## src/rtl/blum_blum_shub_bit_generator_defines.svh

```systemverilog
// Assertion macros shared by the RTL files.
`ifndef BLUM_BLUM_SHUB_BIT_GENERATOR_DEFINES_SVH
`define BLUM_BLUM_SHUB_BIT_GENERATOR_DEFINES_SVH

// Check an implication on every rising clock edge outside reset.
`define BBS_ASSERT(label, clk, rst, prop) \
   label: assert property (@(posedge clk) disable iff (rst) (prop)) \
      else $error("bbs assertion failed");

// Check that a condition never holds outside reset.
`define BBS_NEVER(label, clk, rst, cond) \
   label: assert property (@(posedge clk) disable iff (rst) !(cond)) \
      else $error("bbs forbidden condition seen");

`endif

```

## src/rtl/bbs_pkg.sv

```systemverilog
package bbs_pkg;

   localparam int ModWidth = 32;
   localparam int CntWidth = $clog2(ModWidth);
   localparam logic [CntWidth-1:0] CntMax = CntWidth'(ModWidth - 1);

   localparam int CsrIndexWidth = 2;
   localparam logic [CsrIndexWidth-1:0] CsrModulus = 2'd0;
   localparam logic [CsrIndexWidth-1:0] CsrSeed    = 2'd1;

   localparam logic [ModWidth-1:0] ModulusReset = ModWidth'(3);
   localparam logic [ModWidth-1:0] SeedReset    = ModWidth'(2);

   typedef logic [2:0] op_type;
   localparam op_type OpNone = 3'd0;
   localparam op_type OpClr  = 3'd1;
   localparam op_type OpRed  = 3'd2;
   localparam op_type OpMove = 3'd3;
   localparam op_type OpDbl  = 3'd4;
   localparam op_type OpAdd  = 3'd5;
   localparam op_type OpDone = 3'd6;

   typedef logic [2:0] cond_type;
   localparam cond_type CondNext    = 3'd0;
   localparam cond_type CondAlways  = 3'd1;
   localparam cond_type CondNoStart = 3'd2;
   localparam cond_type CondModZero = 3'd3;
   localparam cond_type CondCntNz   = 3'd4;
   localparam cond_type CondBitClr  = 3'd5;

   localparam int PcWidth = 3;
   localparam int ProgLen = 8;
   typedef logic [PcWidth-1:0] pc_type;
   localparam pc_type PcIdle = 3'd0;

   typedef struct packed {
      op_type   op;
      logic     dec;
      cond_type cond;
      pc_type   target;
   } ctl_word_type;

   typedef struct packed {
      logic cnt_nz;
      logic bit_clr;
      logic mod_zero;
   } status_type;

   localparam ctl_word_type Program [ProgLen] = '{
      '{OpNone, 1'b0, CondNoStart, 3'd0},
      '{OpClr,  1'b0, CondModZero, 3'd0},
      '{OpRed,  1'b1, CondCntNz,   3'd2},
      '{OpMove, 1'b0, CondNext,    3'd0},
      '{OpDbl,  1'b0, CondBitClr,  3'd6},
      '{OpAdd,  1'b0, CondNext,    3'd0},
      '{OpNone, 1'b1, CondCntNz,   3'd4},
      '{OpDone, 1'b0, CondAlways,  3'd0}
   };

endpackage

```

## src/rtl/bbs_sequencer.sv

```systemverilog
`include "blum_blum_shub_bit_generator_defines.svh"

module bbs_sequencer (
   input  logic                  clock,
   input  logic                  reset,
   input  logic                  start,
   input  bbs_pkg::status_type   status,
   output bbs_pkg::ctl_word_type ctl,
   output logic                  idle
);

   bbs_pkg::pc_type pc_ff;
   bbs_pkg::pc_type pc_in;
   logic            take;

   assign ctl  = bbs_pkg::Program[pc_ff];
   assign idle = (pc_ff == bbs_pkg::PcIdle);

   always_comb begin
      unique case (ctl.cond)
         bbs_pkg::CondNext:    take = 1'b0;
         bbs_pkg::CondAlways:  take = 1'b1;
         bbs_pkg::CondNoStart: take = !start;
         bbs_pkg::CondModZero: take = status.mod_zero;
         bbs_pkg::CondCntNz:   take = status.cnt_nz;
         bbs_pkg::CondBitClr:  take = status.bit_clr;
         default:              take = 1'b0;
      endcase
      pc_in = take ? ctl.target : pc_ff + bbs_pkg::pc_type'(1);
   end

   always_ff @(posedge clock) begin
      if (reset) begin
         pc_ff <= bbs_pkg::PcIdle;
      end else begin
         pc_ff <= pc_in;
      end
   end

   `BBS_NEVER(a_start_only_idle, clock, reset, start && (pc_ff != bbs_pkg::PcIdle))

endmodule

```

## src/rtl/bbs_datapath.sv

```systemverilog
`include "blum_blum_shub_bit_generator_defines.svh"

module bbs_datapath (
   input  logic                         clock,
   input  logic                         reset,
   input  bbs_pkg::ctl_word_type        ctl,
   input  logic                         start,
   input  logic                         restart,
   input  logic [bbs_pkg::ModWidth-1:0] modulus,
   input  logic [bbs_pkg::ModWidth-1:0] seed,
   output logic [bbs_pkg::ModWidth-1:0] x_now,
   output bbs_pkg::status_type          status
);

   logic [bbs_pkg::ModWidth-1:0] x_ff, x_in;
   logic [bbs_pkg::ModWidth-1:0] r_ff, r_in;
   logic [bbs_pkg::ModWidth-1:0] a_ff, a_in;
   logic [bbs_pkg::CntWidth-1:0] cnt_ff, cnt_in;
   logic                         seeded_ff, seeded_in;

   logic [bbs_pkg::ModWidth-1:0] op_b;
   logic                         carry_in;
   logic [bbs_pkg::ModWidth:0]   sum;
   logic [bbs_pkg::ModWidth+1:0] diff;
   logic [bbs_pkg::ModWidth-1:0] sum_mod;

   assign x_now = (restart || !seeded_ff) ? seed : x_ff;

   assign status.cnt_nz   = (cnt_ff != '0);
   assign status.bit_clr  = !a_ff[cnt_ff];
   assign status.mod_zero = (modulus == '0);

   always_comb begin
      op_b     = (ctl.op == bbs_pkg::OpAdd) ? a_ff : r_ff;
      carry_in = (ctl.op == bbs_pkg::OpRed) ? x_ff[cnt_ff] : 1'b0;
      sum      = {1'b0, r_ff} + {1'b0, op_b} + {{bbs_pkg::ModWidth{1'b0}}, carry_in};
      diff     = {1'b0, sum} - {2'b00, modulus};
      sum_mod  = diff[bbs_pkg::ModWidth+1] ? sum[bbs_pkg::ModWidth-1:0]
                                          : diff[bbs_pkg::ModWidth-1:0];
   end

   always_comb begin
      x_in      = x_ff;
      r_in      = r_ff;
      a_in      = a_ff;
      cnt_in    = cnt_ff;
      seeded_in = seeded_ff;
      unique case (ctl.op)
         bbs_pkg::OpClr: begin
            r_in   = '0;
            cnt_in = bbs_pkg::CntMax;
         end
         bbs_pkg::OpRed, bbs_pkg::OpDbl, bbs_pkg::OpAdd: begin
            r_in = sum_mod;
         end
         bbs_pkg::OpMove: begin
            a_in   = r_ff;
            r_in   = '0;
            cnt_in = bbs_pkg::CntMax;
         end
         bbs_pkg::OpDone: begin
            x_in = r_ff;
         end
         default: begin
         end
      endcase
      if (ctl.dec) begin
         cnt_in = cnt_ff - {{(bbs_pkg::CntWidth-1){1'b0}}, 1'b1};
      end
      if (start) begin
         x_in      = x_now;
         seeded_in = 1'b1;
      end
   end

   always_ff @(posedge clock) begin
      if (reset) begin
         x_ff      <= '0;
         seeded_ff <= 1'b0;
      end else begin
         x_ff      <= x_in;
         seeded_ff <= seeded_in;
      end
   end

   always_ff @(posedge clock) begin
      r_ff   <= r_in;
      a_ff   <= a_in;
      cnt_ff <= cnt_in;
   end

   `BBS_ASSERT(a_result_reduced, clock, reset, (ctl.op == bbs_pkg::OpDone) |-> (r_ff < modulus))

endmodule

```

## src/rtl/blum_blum_shub_bit_generator.sv

```systemverilog
// Blum Blum Shub bit generator.
// Program modulus (csr index 0) and seed (csr index 1) through the write
// port while the block is idle; writes to other indexes are dropped.
// Each request beat on req_ carries a restart flag and returns one response
// beat on rsp_: the least significant bit of the running value and the value itself.
// The first request after reset, or one with restart set, reloads the
// running value from seed before it is emitted.
// The response is registered in the cycle after the request is accepted.
// The running value is then squared modulo the modulus by a microcoded
// shift-add loop over the 32 bits: 32 reduction steps, then per bit one
// doubling plus one conditional add and a count step, all through the single
// modular adder; the next request is accepted only once the loop is done.
// A zero modulus skips the squaring and the block returns straight to idle.
// A stalled response holds its beat; no new request is taken until the
// response register is free or being drained.
// Reset (synchronous, active high) restores modulus 3, seed 2 and forces a
// reload on the next request.
`include "blum_blum_shub_bit_generator_defines.svh"

module blum_blum_shub_bit_generator (
   input  logic                              clock,
   input  logic                              reset,
   input  logic                              req_valid,
   output logic                              req_ready,
   input  logic                              req_restart,
   output logic                              rsp_valid,
   input  logic                              rsp_ready,
   output logic                              rsp_random_bit,
   output logic [31:0]                       rsp_running_value,
   input  logic                              csr_wr_en,
   input  logic [bbs_pkg::CsrIndexWidth-1:0] csr_index,
   input  logic [31:0]                       csr_wdata
);

   logic [bbs_pkg::ModWidth-1:0] modulus_ff, modulus_in;
   logic [bbs_pkg::ModWidth-1:0] seed_ff, seed_in;
   logic                         rsp_valid_ff, rsp_valid_in;
   logic [31:0]                  rsp_value_ff, rsp_value_in;

   bbs_pkg::ctl_word_type        ctl;
   bbs_pkg::status_type          status;
   logic                         idle;
   logic                         start;
   logic [bbs_pkg::ModWidth-1:0] x_now;

   assign req_ready         = idle && (!rsp_valid_ff || rsp_ready);
   assign start             = req_valid && req_ready;
   assign rsp_valid         = rsp_valid_ff;
   assign rsp_running_value = rsp_value_ff;
   assign rsp_random_bit    = rsp_value_ff[0];

   bbs_sequencer u_seq (
      .clock  (clock),
      .reset  (reset),
      .start  (start),
      .status (status),
      .ctl    (ctl),
      .idle   (idle)
   );

   bbs_datapath u_dp (
      .clock   (clock),
      .reset   (reset),
      .ctl     (ctl),
      .start   (start),
      .restart (req_restart),
      .modulus (modulus_ff),
      .seed    (seed_ff),
      .x_now   (x_now),
      .status  (status)
   );

   always_comb begin
      modulus_in = modulus_ff;
      seed_in    = seed_ff;
      if (csr_wr_en) begin
         priority if (csr_index == bbs_pkg::CsrModulus) begin
            modulus_in = csr_wdata[bbs_pkg::ModWidth-1:0];
         end else if (csr_index == bbs_pkg::CsrSeed) begin
            seed_in = csr_wdata[bbs_pkg::ModWidth-1:0];
         end else begin
         end
      end
      rsp_valid_in = rsp_valid_ff;
      rsp_value_in = rsp_value_ff;
      if (rsp_valid_ff && rsp_ready) begin
         rsp_valid_in = 1'b0;
      end
      if (start) begin
         rsp_valid_in = 1'b1;
         rsp_value_in = 32'(x_now);
      end
   end

   always_ff @(posedge clock) begin
      if (reset) begin
         modulus_ff   <= bbs_pkg::ModulusReset;
         seed_ff      <= bbs_pkg::SeedReset;
         rsp_valid_ff <= 1'b0;
      end else begin
         modulus_ff   <= modulus_in;
         seed_ff      <= seed_in;
         rsp_valid_ff <= rsp_valid_in;
      end
   end

   always_ff @(posedge clock) begin
      rsp_value_ff <= rsp_value_in;
   end

   `BBS_ASSERT(a_accept_gives_beat, clock, reset, start |=> rsp_valid_ff)
   `BBS_ASSERT(a_beat_holds_seed, clock, reset, start && req_restart |=> rsp_value_ff == $past(seed_ff))

endmodule
```

## config.mk

```make
export PLATFORM = sky130hd
export DESIGN_NAME = blum_blum_shub_bit_generator
export DESIGN_NICKNAME = d
export VERILOG_FILES = /design/src/rtl/bbs_pkg.sv /design/src/rtl/bbs_sequencer.sv /design/src/rtl/bbs_datapath.sv /design/src/rtl/blum_blum_shub_bit_generator.sv
export VERILOG_INCLUDE_DIRS = /design/src /design/src/rtl
export SDC_FILE = /design/constraint.sdc
export NUM_CORES = 1
export LEC_CHECK = 0
export BUFFER_PORTS_ARGS = -buffer_cell sky130_fd_sc_hd__buf_2
export CORE_MARGIN = 2
export CORE_UTILIZATION = 40
export CTS_CLUSTER_SIZE = 28
export DETAILED_ROUTE_END_ITERATION = 8
export MAX_ROUTING_LAYER = met4
export PLACE_DENSITY_LB_ADDON = 0.3
export SETUP_SLACK_MARGIN = 0.15
export SYNTH_ARGS = -nofsm -noshare
export SYNTH_HDL_FRONTEND = slang
export SYNTH_SLANG_ARGS = --single-unit
```

## constraint.sdc

```tcl
create_clock -name clock -period 7 [get_ports clock]
set_clock_uncertainty 0.05 [all_clocks]
set_input_delay 0.7 -clock clock [delete_from_list [all_inputs] [get_ports clock]]
set_output_delay 0.7 -clock clock [all_outputs]
set_load 0.005 [all_outputs]
```

## Word level (Yosys, flattened, before mapping)

Memories as Yosys holds them, arrays and structs flattened.
Index checks and enable logic that the tools add are counted.

- Mux-type cells: 19
- Eq/ne operators: 12
- Reductions and logical operators: 21
- $lt $le $gt $ge: 2
- Add/sub/neg operators: 5
- Bitwise operators: 2

Operators by type and width:

| cell | number |
|---|---|
| $mux W32 | 5 |
| $pmux W32 S2 | 1 |
| $sub A33 B32 Y34 | 1 |
| $add A32 B32 Y33 | 1 |
| $add A33 B1 Y33 | 1 |
| $logic_not A32 Y1 | 1 |
| $mux W10 | 2 |
| $eq A3 B3 Y1 const B | 5 |
| $eq A3 B2 Y1 const B | 4 |
| $bmux W1 S5 | 2 |
| $mux W5 | 2 |
| $reduce_bool A2 Y1 | 4 |
| $eq A3 B1 Y1 const B | 2 |
| $lt A5 B6 Y1 const B | 1 |
| $mux W1 | 5 |
| $pmux W1 S5 | 1 |
| $reduce_bool A5 Y1 | 1 |
| $sub A5 B1 Y5 const B | 1 |
| $ge A4 B4 Y1 const B | 1 |
| $logic_not A1 Y1 | 4 |
| $not A3 Y4 | 1 |
| $add A3 B1 Y3 const B | 1 |
| $logic_and A1 B1 Y1 | 3 |
| $logic_not A3 Y1 | 1 |
| 9 further kinds | 10 |

- Memories: 1
- Word-level logic and storage cells: 72
- Output and inout port bits: 35
- ROM bits: 80
- Register bits: 202
- Input port bits: 40

Memory list:

| name | depth | bits a word | rd ports | clocked after memory_dff | write ports | RTL line | RTL |
|---|---|---|---|---|---|---|---|
| (name not given) | 8 | 10 | 1 | 0 | 0 | bbs_sequencer.sv:16 | `assign ctl = bbs_pkg::Program[pc_ff];` |

## Logic depth before layout (Yosys ltp)

Gate-level depths: netlist of the first run.

- Word-level depth: 11
- Mapped depth: 31
- Gate-level depth less buffers: 28

## Modules after synthesis

From an unflattened synthesis of the first run, not the netlist that was laid out.

- Cells, all modules: 1,322
- Area, all modules: 13,006.2 um2

Modules (own cells, without submodules):

| module | area each (um2) | sequential area each (um2) | times used | cells an instance |
|---|---|---|---|---|
| bbs_datapath | 9,007.4 | 2,732.6 | 1 | 991 |
| blum_blum_shub_bit_generator | 3,657.3 | 2,262.2 | 1 | 286 |
| bbs_sequencer | 341.6 | 60.1 | 1 | 45 |

## Worst setup path before layout of the first run

No wires, ideal clock.

- Path type: flip-flop to flip-flop
- Start point: reg u_dp.cnt_ff[0] in the netlist's numbering
- End point: reg u_dp.r_ff[10] in the netlist's numbering, data pin
- Data arrival time: 6.719 ns
- Library setup time: 0.266 ns
- Period minus slack after synthesis: 7.035 ns
- Data required time: 6.684 ns
- Path buffers: 5
- Stages on the path, launching flop included: 31
- Setup slack: -0.035 ns
- Cells stage by stage: edfxtp_1 > clkbuf_1 > buf_2 > buf_2 > mux2i_1 > o311ai_0 > o22ai_1 > nor3b_1 > o21ai_0 > fa_1 > fa_1 > nand2b_1 > a21oi_1 > o2111a_1 > o21ai_0 > nand3_1 > a21boi_0 > and3b_1 > or3b_2 > ha_1 > clkbuf_1 > a21o_1 > a21o_1 > a21o_1 > a211oi_1 > o32a_1 > o211ai_1 > a311oi_4 > buf_6 > mux2i_1 > nor2_1

- Cells in the longest elaborated chain, start to end: 7

Ends and longest elaborated chain:

| what | RTL line | RTL |
|---|---|---|
| from (decl) | bbs_datapath.sv:18 | `logic [bbs_pkg::CntWidth-1:0] cnt_ff, cnt_in;` |
| from (signal assigned) | bbs_datapath.sv:89 | `cnt_ff <= cnt_in;` |
| $bmux W1 S5 (*) | bbs_datapath.sv:35 | `carry_in = (ctl.op == bbs_pkg::OpRed) ? x_ff[cnt_ff] : 1'b0;` |
| $mux W1 (implied by the code) (*) | bbs_datapath.sv:35 |  |
| $mux W1 (*) | bbs_datapath.sv:35 |  |
| $add A33 B1 Y33 (*) | bbs_datapath.sv:36 | `sum = {1'b0, r_ff} + {1'b0, op_b} + {{bbs_pkg::ModWidth{1'b0}}, carry_in};` |
| $sub A33 B32 Y34 | bbs_datapath.sv:37 | `diff = {1'b0, sum} - {2'b00, modulus};` |
| $mux W32 (*) | bbs_datapath.sv:38 | `sum_mod = diff[bbs_pkg::ModWidth+1] ? sum[bbs_pkg::ModWidth-1:0]` |
| $pmux W32 S2 (*) | bbs_datapath.sv:48 | `unique case (ctl.op)` |
| to (signal assigned) | bbs_datapath.sv:87 | `r_ff <= r_in;` |
| to (decl) | bbs_datapath.sv:16 | `logic [bbs_pkg::ModWidth-1:0] r_ff, r_in;` |

Every way passes the cells marked *; elsewhere a longest branch is shown, timed or not. The select of a mux whose other input is x is not followed.
A chain may end at the register's enable or synchronous reset.

## Worst setup path after layout of the first run

- Start point: reg u_dp.cnt_ff[0] in the netlist's numbering
- End point: reg u_dp.r_ff[25] in the netlist's numbering, data pin

Same word-level chain as after synthesis.

==> summary.md, run 1 <==
| Metric | Value |
|---|---|
| Status | `complete, no violations` |
| Synthesized netlist net count | `1440` |
| Number of fill cells in the layout | `2918` |
| Number of standard cells after synthesis | `1329` |
| Buffer and inverter count on the worst path | `3` |
| Total DRC errors in the routed layout | `0` |
| TritonCTS clock tree | `built` |
| All-Layer GR Usage | `21.18%` |
| Hold violation count in the final report | `0` |
| H-Tree Depth | `1` |
| Type of the most critical hold path | `input pin to flop` |
| Root buffer cell | `clkbuf_16` |
| Post-route cell area | `0.01427 mm2` |
| Insertion delay to the later sink of the worst-skew pair | `0.51 ns` |
| Die Span Y | `180.7 um` |
| Critical Path Source Type | `flop` |
| CTS Hold Bufs | `0` |
| Achievable Freq | `153.3 MHz` |
| Area of the die | `0.03266 mm2` |
| Initial antenna violation count | `0` |
| Floorplan die width | `180.7 um` |
| Clock-pin slew reported for the worst setup and hold paths after clock tree synthesis | `0.07 ns` |
| Most used cells in the layout excluding fill and tap cells | `186 x nand2_1, 128 x a21oi_1, 110 x nor2_1` |
| Sum of negative setup slack | `0 ns` |
| Via-per-instance ratio | `5.537` |
| Cell taking the most area after synthesis | `edfxtp_1` |
| Maxcap violations | `0` |
| Core Rows | `64` |
| Area of the mapped netlist | `0.01249 mm2` |
| Max transition margin | `20.10%` |
| Adder-cell share of the synthesized area | `7.292%` |
| Crit path capture type | `flop` |
| Pin count of the biggest net entering global routing | `104` |
| Biggest cell delay along the critical path | `0.47 ns` |
| Compound-Gate Fraction of Synth Area | `16.86%` |
| Worst Reg-to-Reg Cells | `29` |
| Starting Density | `40.73%` |
| Portion of synthesized cell area occupied by the leading cell type | `24.28%` |
| Main combinational cell family by area after synthesis | `compound AO/OA/AOI/OAI gates` |
| Via Count | `10011` |
| Flop2flop setup slack | `0.48 ns` |
| Vias in the first global route | `9631` |
| Worst Max-Slew Pin Slew | `1.196 ns` |
| Slowest CP cell | `or3b_2` |
| Number of pins with negative max-slew slack in the final report | `0` |
| Detailed router's first-iteration violation count | `878` |
| Post-route fraction of the period consumed by the critical path | `93.17%` |
| Pre-antenna DRT Iters | `5` |
| Count of input and output buffers | `74` |
| Proportion of synthesized area in mux cells | `13.44%` |
| Post-Synth Simple-Gate Area | `14.01%` |
| Crit path top cell by count | `a21o_1` |
| Antenna-violating nets left | `0` |
| CTS buffer count | `22` |
| Routed wire length per instance | `18.93 um` |
| Worst endpoint required time | `7.20 ns` |
| Post-synth EDFFs | `101` |
| Worst hold stages | `2` |
| Global-route wire length before repair | `54250 um` |
| Fraction of layout instances using a drive strength above 1 | `19.12%` |
| Top cells by area in the synthesized netlist | `edfxtp_1 24%, dfxtp_1 16%, ha_1 6.8%, mux2_2 6.0%, nand2_1 5.6%` |
| Post-synthesis async set-or-reset flop share | `0%` |
| Number of distinct standard cells referenced by the synthesized netlist | `74` |
| Post-synthesis sequential element count | `202` |
| Clock sink total | `202` |
| Post-route minimum period | `6.522 ns` |
| Area taken by multi-input logic gates | `0.007017 mm2` |
| Num ports | `75` |
| Data arrival time of the critical path | `6.72 ns` |
| Critical path type | `flop to flop` |
| Warnings, synthesis | `0` |
| Top_reg_cell synth | `edfxtp_1` |
| Setup repair after global routing missed its margin | `false` |
| Sequential cell area fraction in the yosys report | `40.47%` |
| Routability congestion estimate | `0.9095` |
| Clock Path Buffers | `3` |
| Global route overflow | `0` |
| Placeable core region | `0.03067 mm2` |
| Cell count along the critical path | `29` |
| Setup violations, final | `0` |
| Synth Area per Inst | `9.399 um2` |
| Layout-stage area growth over the synthesis result | `14.26%` |
| XOR/XNOR share of the synthesized area | `3.786%` |
| HPWL after detailed placement | `25820 um` |
| Largest delay share family, worst path | `compound AO/OA/AOI/OAI gates` |
| Highest fanout seen on the critical path | `18` |
| Final routed wirelength across all metal layers | `34230 um` |
| Reg area | `0.005056 mm2` |
| Number of nets in the layout | `1507` |
| Most common cell after layout, fill and taps aside | `nand2_1` |
| Number of diodes | `0` |
| Placed Instance Area | `0.01334 mm2` |
## synthesized netlist by cell type (3+ instances only)
| cell type | number |
|---|---|
| nand2_1 | 188 |
| a21oi_1 | 130 |
| nor2_1 | 115 |
| dfxtp_1 | 101 |
| edfxtp_1 | 101 |
| ha_1 | 68 |
| clkbuf_1 | 67 |
| mux2_2 | 66 |
| mux2i_1 | 62 |
| inv_1 | 55 |
| o21ai_0 | 48 |
| a211oi_1 | 45 |
| xnor2_1 | 35 |
| nor3_1 | 19 |
| xor2_1 | 19 |
| a21o_1 | 18 |
| mux4_2 | 14 |
| nand4_1 | 14 |
| nand3_1 | 13 |
| o21a_1 | 13 |
| nor4_1 | 9 |
| nor2b_1 | 8 |
| a211o_1 | 6 |
| nand2b_1 | 6 |
| o211ai_1 | 6 |
| o21bai_1 | 6 |
| o31ai_1 | 6 |
| and2_1 | 5 |
| o22ai_1 | 5 |
| a31oi_1 | 4 |
| nand3b_1 | 4 |
| o21ai_1 | 4 |
| a21boi_0 | 3 |
| a22o_1 | 3 |
| a311oi_1 | 3 |
| buf_6 | 3 |
| fa_1 | 3 |
| nor3b_1 | 3 |
| o31a_1 | 3 |
## metrics by stage
step / setup slack, ns / hold WS [ns] / instances / utilization (%)
2_1_floorplan: 0.1577 / 0.3821 / 1329 / -
3_3_place_gp: 0.2121 / 0.3938 / 1758 / 43.48
3_5_place_dp: 0.03468 / 0.3968 / 1758 / 43.48
4_1_cts: 0.1579 / 0.3561 / 1802 / 46.14
5_1_grt: 0.1516 / 0.3649 / 1808 / 46.54
6_report: 0.4779 / 0.3714 / 1808 / 46.54
## repair_timing
item,in CTS,in global routing
resized for setup,5,22
pin swaps,2,5
cloned,1,0
setup buffers,3,6
endpoints found under the setup margin,32,32
## worst paths after layout
check	startpoint	endpoint
setup / recovery	u_dp.cnt_ff[0]$_SDFFCE_PN1P_	u_dp.r_ff[25]$_SDFFCE_PP0P_
hold / removal	csr_wdata[1]	modulus_ff[1]$_SDFFE_PP1P_
setup reg to reg	u_dp.cnt_ff[0]$_SDFFCE_PN1P_	u_dp.r_ff[25]$_SDFFCE_PP0P_
hold reg to reg	u_seq.pc_ff[0]$_SDFF_PP0_	u_seq.pc_ff[0]$_SDFF_PP0_
## sequential cells by signal (all words and copies together), names as in the netlist
name	cells
modulus_ff	32
rsp_running_value	32
seed_ff	32
u_dp.a_ff	32
u_dp.r_ff	32
u_dp.x_ff	32
u_dp.cnt_ff	5
u_seq.pc_ff	3
rsp_valid	1
u_dp.seeded_ff	1
## worst reg2reg max path, delay by kind of cell, from the launching register on
| kind | cells | cell delay (ns) |
|---|---|---|
| AOI/OAI and AO/OA | 14 | 2.31 |
| and+or+nand+nor | 7 | 1.26 |
| adders and majority gates | 3 | 1.09 |
| buffers and inverters | 3 | 0.66 |
| muxes | 2 | 0.46 |
| DFF | 1 | 0.44 |
## per-layer routing
metal / share of wire [%] / track usage [%] / vias to the layer above
li1: - / - / 4965
met1: 49 / 30.08 / 4785
met2: 46 / 33.22 / 228
met3: 4.4 / 1.834 / 33
met4: 1.3 / 4.161 / 0
met5: 0 / - / -
## logic make-up (layout without fill, tap and decap cells)
logic type	after synthesis	in the layout
flip-flops	202	202
buffers and inverters	130	213
adder cells (fa/ha/maj)	71	71
AO/OA/AOI/OAI	330	330
XOR/XNOR	54	54
AND/OR/NAND/NOR	400	400
multiplexers	142	142
## final cells by class
class | count | share of cell area, %
well taps | 396 | 3.472
clock inverters | 13 | 0.9293
flip-flops and latches | 202 | 35.43
clock buffers | 27 | 4.348
repair buffers | 117 | 5.190
inverters | 56 | 1.473
multi-input cells | 997 | 49.16
Power of run 1 is left out: the tool's default activity adds up to more than one toggle a clock period on the data nets, which glitch-free logic cannot reach.
==> run 2: changes to the inputs <==
--- a/config.mk
+++ b/config.mk
@@ -13,6 +13,7 @@
 export DETAILED_ROUTE_END_ITERATION = 8
 export MAX_ROUTING_LAYER = met4
 export PLACE_DENSITY_LB_ADDON = 0.3
+export REMOVE_ABC_BUFFERS = 1
 export SETUP_SLACK_MARGIN = 0.15
 export SYNTH_ARGS = -nofsm -noshare
 export SYNTH_HDL_FRONTEND = slang
==> summary.md, run 2 (synthesis results as in run 1) <==
| Metric | Value |
|---|---|
| Status | `complete, no violations (unchanged)` |
| Post-route minimum period | `6.594 ns (was 6.522 ns)` |
| Routability congestion estimate | `0.8834 (was 0.9095)` |
| Worst endpoint required time | `7.21 ns (was 7.20 ns)` |
| Num ports | `75 (unchanged)` |
| Placed Instance Area | `0.01332 mm2 (was 0.01334 mm2)` |
| Critical Path Source Type | `flop (unchanged)` |
| Number of fill cells in the layout | `2925 (was 2918)` |
| Final setup slack of the worst path | `0.4057 ns (was 0.4779 ns)` |
| Worst Max-Slew Pin Slew | `0.8836 ns (was 1.196 ns)` |
| Worst hold stages | `2 (unchanged)` |
| Via-per-instance ratio | `5.601 (was 5.537)` |
| Area of the die | `0.03266 mm2 (unchanged)` |
| Die Span Y | `180.7 um (unchanged)` |
| Clock Path Buffers | `3 (unchanged)` |
| Final routed wirelength across all metal layers | `35740 um (was 34230 um)` |
| Crit path capture type | `flop (unchanged)` |
| Pin count of the biggest net entering global routing | `70 (was 104)` |
| Root buffer cell | `clkbuf_16 (unchanged)` |
| Worst hold endpoint | `modulus_ff[1]$_SDFFE_PP1P_ (unchanged)` |
| HPWL after detailed placement | `26050 um (was 25820 um)` |
| Floorplan die width | `180.7 um (unchanged)` |
| Worst setup timing slack at the placement stage | `-0.04212 ns (was 0.03468 ns)` |
| Hold violation count in the final report | `0 (unchanged)` |
| Largest delay share family, worst path | `compound AO/OA/AOI/OAI gates (unchanged)` |
| Count of input and output buffers | `74 (unchanged)` |
| Starting Density | `40.73% (unchanged)` |
| Total DRC errors in the routed layout | `0 (unchanged)` |
| Number of diodes | `0 (unchanged)` |
| CTS buffer count | `22 (unchanged)` |
| Routed wire length per instance | `19.80 um (was 18.93 um)` |
| Clock-pin slew reported for the worst setup and hold paths after clock tree synthesis | `0.06 ns (was 0.07 ns)` |
| Number of pins with negative max-slew slack in the final report | `0 (unchanged)` |
| Most used cells in the layout excluding fill and tap cells | `187 x nand2_1, 125 x a21oi_1, 110 x nor2_1 (was 186 x nand2_1, 128 x a21oi_1, 110 x nor2_1)` |
| Critical path type | `flop to flop (unchanged)` |
| Startpoint of the worst register-to-register path | `u_dp.cnt_ff[0]$_SDFFCE_PN1P_ (unchanged)` |
| Placeable core region | `0.03067 mm2 (unchanged)` |
| Final cell count without fillers | `1805 (was 1808)` |
| H-Tree Depth | `1 (unchanged)` |
| Max transition margin | `41.09% (was 20.10%)` |
| Global-route wire length before repair | `55910 um (was 54250 um)` |
| Data arrival time of the critical path | `6.80 ns (was 6.72 ns)` |
| Buffer and inverter count on the worst path | `5 (was 3)` |
| CTS Hold Bufs | `0 (unchanged)` |
| Biggest cell delay along the critical path | `0.57 ns (was 0.47 ns)` |
| Sum of negative setup slack | `0 ns (unchanged)` |
| Layout-stage area growth over the synthesis result | `14.12% (was 14.26%)` |
| TritonCTS clock tree | `built (unchanged)` |
| Initial antenna violation count | `0 (unchanged)` |
| Number of nets in the layout | `1505 (was 1507)` |
| Antenna-violating nets left | `0 (unchanged)` |
| Core Rows | `64 (unchanged)` |
| Most common cell after layout, fill and taps aside | `nand2_1 (unchanged)` |
| Setup violations, final | `0 (unchanged)` |
| Flop2flop setup slack | `0.41 ns (was 0.48 ns)` |
| All-Layer GR Usage | `21.94% (was 21.18%)` |
| Slowest CP cell | `mux4_2 (was or3b_2)` |
| Pre-antenna DRT Iters | `5 (unchanged)` |
| Cell total after placement | `1756 (was 1758)` |
| Vias in the first global route | `9803 (was 9631)` |
| Startpoint of the lowest-slack hold path | `csr_wdata[1] (unchanged)` |
| Maxcap violations | `0 (unchanged)` |
| Via Count | `10110 (was 10011)` |
| Clock sink total | `202 (unchanged)` |
| Type of the most critical hold path | `input pin to flop (unchanged)` |
| Insertion delay to the later sink of the worst-skew pair | `0.52 ns (was 0.51 ns)` |
| Post-route fraction of the period consumed by the critical path | `94.20% (was 93.17%)` |
| Reg-to-Reg End | `u_dp.r_ff[1]$_SDFFCE_PP0P_ (was u_dp.r_ff[25]$_SDFFCE_PP0P_)` |
| Setup crit start | `u_dp.cnt_ff[0]$_SDFFCE_PN1P_ (unchanged)` |
| Global route overflow | `0 (unchanged)` |
| Achievable Freq | `151.6 MHz (was 153.3 MHz)` |
| Highest fanout seen on the critical path | `18 (unchanged)` |
| Detailed router's first-iteration violation count | `937 (was 878)` |
| Setup repair after global routing missed its margin | `false (unchanged)` |
| Fraction of layout instances using a drive strength above 1 | `19.66% (was 19.12%)` |
| Crit path top cell by count | `a21o_1 (unchanged)` |
| Post-route cell area | `0.01425 mm2 (was 0.01427 mm2)` |
| Worst Reg-to-Reg Cells | `29 (unchanged)` |
==> run 2: layer usage <==
metal	global-route usage (%)	part of all wire (%)
met4	4.677	1.5
met1	31.06	48
met3	2.096	5.2
met2	34.17	45
met5	-	0
==> run 2: worst max-delay path by stage <==
stage                                       end  cells past startpoint
global route        u_dp.r_ff[25]$_SDFFCE_PP0P_                     30
detailed placement  u_dp.r_ff[29]$_SDFFCE_PP0P_                     27
finish               u_dp.r_ff[1]$_SDFFCE_PP0P_                     29
CTS                 u_dp.r_ff[20]$_SDFFCE_PP0P_                     28
global placement    u_dp.r_ff[29]$_SDFFCE_PP0P_                     26
floorplan           u_dp.r_ff[28]$_SDFFCE_PP0P_                     26
==> run 2: cell type report <==
cell class	count	area, um2	area share [%]
Inverter	56	210.2	1.475
Clock buffer	31	625.6	4.389
Tap cell	396	495.5	3.476
Multi-Input combinational cell	997	7082	49.68
Timing Repair Buffer	115	733.2	5.144
Clock inverter	8	51.30	0.3599
Sequential cell	202	5057	35.48
==> run 2: per-stage QoR <==
stage | util [%] | hold WS (ns)
3_3_place_gp | 43.44 | 0.3907
2_1_floorplan | - | 0.3758
4_1_cts | 45.96 | 0.3561
6_report | 46.48 | 0.3738
5_1_grt | 46.48 | 0.3647
3_5_place_dp | 43.44 | 0.3974
==> run 2: timing repair <==
action | in CTS | in global routing
buffers inserted | 5 | 4
hold endpoints to repair | 0 | 0
endpoints found under the setup margin | 32 | 32
pin swaps | 2 | 8
cloned | 1 | 0
resized for setup | 12 | 30
Power of run 2 is left out for the same reason.
